File: config.mk
export PLATFORM = sky130hd
export DESIGN_NAME = lrt_entry
export DESIGN_NICKNAME = d
export VERILOG_FILES = /design/src/hdl/lrt_pkg.sv /design/src/hdl/lrt_entry.sv
export SDC_FILE = /design/constraint.sdc
export NUM_CORES = 1
export LEC_CHECK = 0
export BUFFER_PORTS_ARGS = -buffer_cell sky130_fd_sc_hd__buf_4
export CAP_MARGIN = 20
export CORE_MARGIN = 4
export CORE_UTILIZATION = 48
export DETAILED_ROUTE_END_ITERATION = 10
export PLACE_DENSITY = 0.8
export SKIP_CTS_REPAIR_TIMING = 1
export SYNTH_ARGS = -nofsm -noshare
export SYNTH_HDL_FRONTEND = slang
export SYNTH_SLANG_ARGS = --single-unit
File: constraint.sdc
create_clock -name clk -period 3.07 [get_ports clk]
set_input_delay 0.307 -clock clk [delete_from_list [all_inputs] [get_ports clk]]
set_output_delay 0.307 -clock clk [all_outputs]
set_load 0.02 [all_outputs]
File: src/hdl/lrt_pkg.sv
package lrt_pkg;

  localparam int ID_W = 64;

  typedef enum logic [1:0] {
    FN_HIT    = 2'd0,
    FN_INSERT = 2'd1,
    FN_EVICT  = 2'd2,
    FN_REMOVE = 2'd3
  } func_t;

  typedef enum logic [2:0] {
    ST_OK      = 3'd0,
    ST_ABSENT  = 3'd1,
    ST_FULL    = 3'd2,
    ST_EMPTY   = 3'd3,
    ST_PRESENT = 3'd4
  } status_t;

  typedef struct packed {
    func_t            func;
    logic [ID_W-1:0]  object_id;
  } in_t;

  typedef struct packed {
    logic [ID_W-1:0]  dropped_id;
    logic             evicted_valid;
    status_t          status;
  } out_t;

  // Successful operations broadcast to every entry
  typedef struct packed {
    logic hit;
    logic ins;
    logic rem;
    logic evc;
  } lrt_cmd_t;

endpackage

File: src/hdl/lrt_entry.sv
module lrt_entry import lrt_pkg::*; #(
  parameter int RANK_W = 6
) (
  input  logic              clk,
  input  logic              rst_n,
  input  lrt_cmd_t          cmd,
  input  logic [RANK_W-1:0] ref_rank,
  input  logic [ID_W-1:0]   key,
  input  logic              ins_sel,
  output logic              valid,
  output logic [RANK_W-1:0] rank,
  output logic [ID_W-1:0]   id,
  output logic              match,
  output logic              rank_eq
);

  logic              valid_r, valid_nxt;
  logic [RANK_W-1:0] rank_r, rank_nxt;
  logic [ID_W-1:0]   id_r;
  logic              id_we;

  assign match   = valid_r && (id_r == key);
  assign rank_eq = valid_r && (rank_r == ref_rank);
  assign valid   = valid_r;
  assign rank    = rank_r;
  assign id      = id_r;

  always_comb begin
    valid_nxt = valid_r;
    rank_nxt  = rank_r;
    id_we     = 1'b0;
    if (cmd.hit) begin
      if (match) begin
        rank_nxt = '0;
      end else if (valid_r && (rank_r < ref_rank)) begin
        rank_nxt = RANK_W'(rank_r + 1'b1);
      end
    end else if (cmd.ins) begin
      if (ins_sel) begin
        valid_nxt = 1'b1;
        rank_nxt  = '0;
        id_we     = 1'b1;
      end else if (valid_r) begin
        rank_nxt = RANK_W'(rank_r + 1'b1);
      end
    end else if (cmd.rem) begin
      if (match) begin
        valid_nxt = 1'b0;
        rank_nxt  = '0;
      end else if (valid_r && (rank_r > ref_rank)) begin
        rank_nxt = RANK_W'(rank_r - 1'b1);
      end
    end else if (cmd.evc) begin
      if (rank_eq) begin
        valid_nxt = 1'b0;
        rank_nxt  = '0;
      end
    end
  end

  always_ff @(posedge clk) begin
    if (!rst_n) begin
      valid_r <= 1'b0;
      rank_r  <= '0;
    end else begin
      valid_r <= valid_nxt;
      rank_r  <= rank_nxt;
    end
  end

  always_ff @(posedge clk) begin
    if (id_we) begin
      id_r <= key;
    end
  end

endmodule

# After elaboration in Yosys (flattened, before gate mapping)
# Cells that the tools add are included.
# totals
reg_bits	71
output_inout_bits	73
elab_cells	45
# classes
add_sub_neg	2
n_lt_le_gt_ge	2
eq_ne	7
muxes	20
n_bitwise	1
reduce_logical	10
# op_table
operator	count
6-bit 2-to-1 mux	11
64-bit equality test	1
5-bit AND reduction	2
1-bit 2-to-1 mux	9
4-bit nonzero test	2
6-bit by 1-bit adder with 6-bit output, second input constant	1
6-bit equality test	1
6-bit greater-than comparator	1
6-bit < comparator	1
3-bit by 1-bit != test with 1-bit output, second input constant	2
3-bit nonzero test	2
6-bit by 1-bit subtractor with 6-bit output, second input constant	1
5-bit by 1-bit != test with 1-bit output, second input constant	1
1-bit logical AND	4
4-bit by 1-bit != test with 1-bit output, second input constant	1
2-bit by 1-bit != test with 1-bit output, second input constant	1
1-bit inverter	1

# Logic depth before layout (Yosys ltp)
# depth
word_depth	7
ltp_mapped	10
mapped_depth_nobuf	10

# Worst setup path before layout
# No wires, ideal clock.
# synth_path
path_type	input -> register
from	input cmd[3] (netlist bit)
to	register id_r[0] (netlist: id[0]) (enable)
setup_ps	430
arrival_time_ps	2041
t_required_ps	2640
slack_ps	599
path_stages	2
cell_sequence	inv_1 -> and3_1
# synth_between
elab_chain_len	1
# synth_lines
element	line	rtl
start, declared	lrt_entry.sv:6	input lrt_cmd_t cmd,
1-bit 2-to-1 mux	lrt_entry.sv:32	if (cmd.hit) begin
net id_we	lrt_entry.sv:20	logic id_we;
end signal, assigned	lrt_entry.sv:73	id_r <= key;
end, declared	lrt_entry.sv:19	logic [ID_W-1:0] id_r;
# The timed path passes the listed nets, and every way through them passes these cells.
# A chain may end at the register's enable or synchronous reset.

# Final worst setup path
# layout_path
from	register id_r[16] (netlist: id[16])
to	output match
# layout_between
elab_chain_len	2
# layout_lines
element	line	rtl
64-bit equality test	lrt_entry.sv:22	assign match = valid_r && (id_r == key);
1-bit logical AND	lrt_entry.sv:22	
end, declared	lrt_entry.sv:13	output logic match,
# Every way passes these cells.

==> flow_summary.yaml <==
critical_path:
  cp_cell_sequence: "xnor2_1 > nand4_1 > nor4_1 > nand4_4 > nor2_2 > buf_4"
  rr_worst_depth: 8
  start_kind: "flop"
  critical_path_class: "flop to output port"
  cp_slowest_cell: "nor4_1"
  rrSetupSlack_ns: 0.68
  timing.rr.end: "rank[5]"
  worst-path-max-fanout: 4
  end_kind: "output port"
  max_stage_delay_ns: 0.46
  r2r_start: "id[26]"
  crit_required_ns: 2.76
  arrival_ns: 2.12
grt:
  gr-usage-met2_pct: 34.9
  grt_pass1_wl_mm: 14.6
  use_met1_pct: 25.9
  track_usage_pct: 21.1
  grt_use_met3_pct: 5.26
  busiest_layer: "met2"
  gr-total-overflow: 0
  grt_pass1_vias: 3031
  grt_max_degree: 66
  antenna_found_initial: 0
detailed_routing:
  wl_mm: 9.30
  drtIter0Drc: 128
  ant_nets: 0
  wire_per_inst_um: 16.6
  detail_route.vias_per_cell: 5.25
  drtPass1Iterations: 4
  drc: 0
  num_vias: 2935
logic_synthesis:
  synth_edf_count: 64
  synth_seq_cells: 71
  synth_warnings: 0
  synthCells: 296
  synth_async_sr_flop_share_pct: 0
  syn_area_mm2: 0.00358
  avgSynthCellArea_um2: 12.1
  synthDistinctLibCells: 41
  syn-num-nets: 381
  synth_seq_area_share_pct: 57.5
  synthFlopType: "edfxtp_1"
run:
  cap_violations: 0
sta:
  fin_skew_ns: 0.0126
  fin_crit_ns: 2.43
  tightest_slew_ns: 0.579
  setup_slack_ns: 0.643
  period_share_pct: 79.1
  hold_violations: 0
  fin_setup_tns_ns: 0
  relSlewSlack_pct: 61.1
  final-setup-viol-count: 0
  rsz0062_at_grt: "false"
  slew_violations: 0
  clock.fmax_mhz: 412
  whs_ns: 0.159
clock_network:
  numCtsBuffers: 9
  cts_root_buf: "clkbuf_8"
  max-clock-path-buffers: 2
  cts.sinks: 71
  path_clk_slew_ns: 0.08
  cts_tree: "yes"
  clk_latency_ns: 0.33
  htree_levels: 3
worst_hold_path:
  min_to: "id[62]"
  min_path_cells: 1
  hp-start: "key[62]"
  hold_path.class: "input port to flop"
layout:
  diodes: 0
  instances_no_fill: 559
  drive_above_1_share_pct: 38.0
  final_common_cell: "buf_4"
  mostFrequentLayoutCells: "buf_4, edfxtp_1, xnor2_1"
  areaGrowthSynthToFinish_pct: 41.0
  nets: 541
  stdcell_area_mm2: 0.00506
floorplan:
  die_x_um: 94.4
  die_h_um: 94.4
  ioPinCount: 150
  die_area_mm2: 0.00892
  start_util_pct: 49.4
  rows: 31
  coreArea_mm2: 0.00725
placement:
  dp.cells: 544
  placed_cell_area_mm2: 0.00484
  dp_slack_ns: 0.687
  port_buffers: 149
  gp_congestion: 0.877
  dp_hpwl_mm: 7.41
power_and_ir_drop:
  p_per_area_mw_per_mm2: 464
  total_leakage_power_uw: 0.00202
  vdd_drop_max_mv: 0.327
outcome:
  status: "finished, final reports clean"
-- through the flow --
step | total power [µW] | utilization [%]
6_report | 2350 | 69.7
5_1_grt | 2450 | 69.7
4_1_cts | 2370 | 69.7
3_5_place_dp | 1570 | 66.8
3_3_place_gp | 1550 | 66.8
2_1_floorplan | 1360 | -
-- cells by family (layout without fill, tap and decap cells) --
group	after synthesis	in the layout	share of synthesized area, %
AO/OA/AOI/OAI	45	45	8.90
XOR/XNOR	51	51	12.5
adder cells (fa/ha/maj)	8	8	2.79
buffers and inverters	21	185	2.20
flip-flops	71	71	57.5
AND/OR/NAND/NOR	100	100	16.1
-- registers in the layout (all words and copies together), names as in the netlist --
signal / cells
id: 64
valid: 1
rank: 6
-- power by group --
| group | internal (µW) | switching, µW | total (µW) | leakage [µW] |
|---|---|---|---|---|
| combinational | 194 | 206 | 400 | 0.00127 |
| sequential | 1100 | 38.2 | 1140 | 0.000645 |
| clock | 455 | 349 | 804 | 0.0000986 |
-- synthesized netlist by cell type, drive strengths merged (4+ instances only) --
master    n  area share [%]
inv      20             2.1
nor3      6            0.84
nor4     12             2.4
o2111ai   7             1.7
edfxtp   64              54
o21ai    12             1.9
a21oi    10             1.4
nor2     16             1.7
ha        8             2.8
nand2b   18             3.4
nand2    16             1.7
nand3     4            0.56
xnor2    39             9.5
nand4    19             3.9
dfxtp     7             3.9
xor2     12             2.9
-- per-layer routing --
| metal | vias to the layer above | wire (µm) |
|---|---|---|
| met5 | - | 0 |
| met4 | 0 | 230 |
| met3 | 16 | 744 |
| met2 | 131 | 4540 |
| met1 | 1366 | 3780 |
| li1 | 1422 | - |
-- critical path, delay by kind of cell (launching register included) --
family	cells	cell delay (ns)
xor+xnor	1	0.17
buf+inv	1	0.19
flops	1	0.42
simple gates	4	1.02
-- how the worst max path moves through the flow --
stage                  from       to  slack (ns)
floorplan            cmd[3]    id[0]        0.60
global placement    key[60]  rank[2]        0.70
detailed placement   key[8]  rank[5]        0.69
CTS                   id[8]    match        0.59
global route          id[8]    match        0.39
finish               id[16]    match        0.64
-- layout make-up --
cell class | count | area, µm²
multi-input cells | 204 | 1450
flip-flops and latches | 71 | 2060
clock inverters | 5 | 83.8
clock buffers | 10 | 128
inverters | 20 | 75.1
well taps | 99 | 124
repair buffers | 150 | 1140
fillers | 547 | 2200
Power figures use the tool's default switching activity.
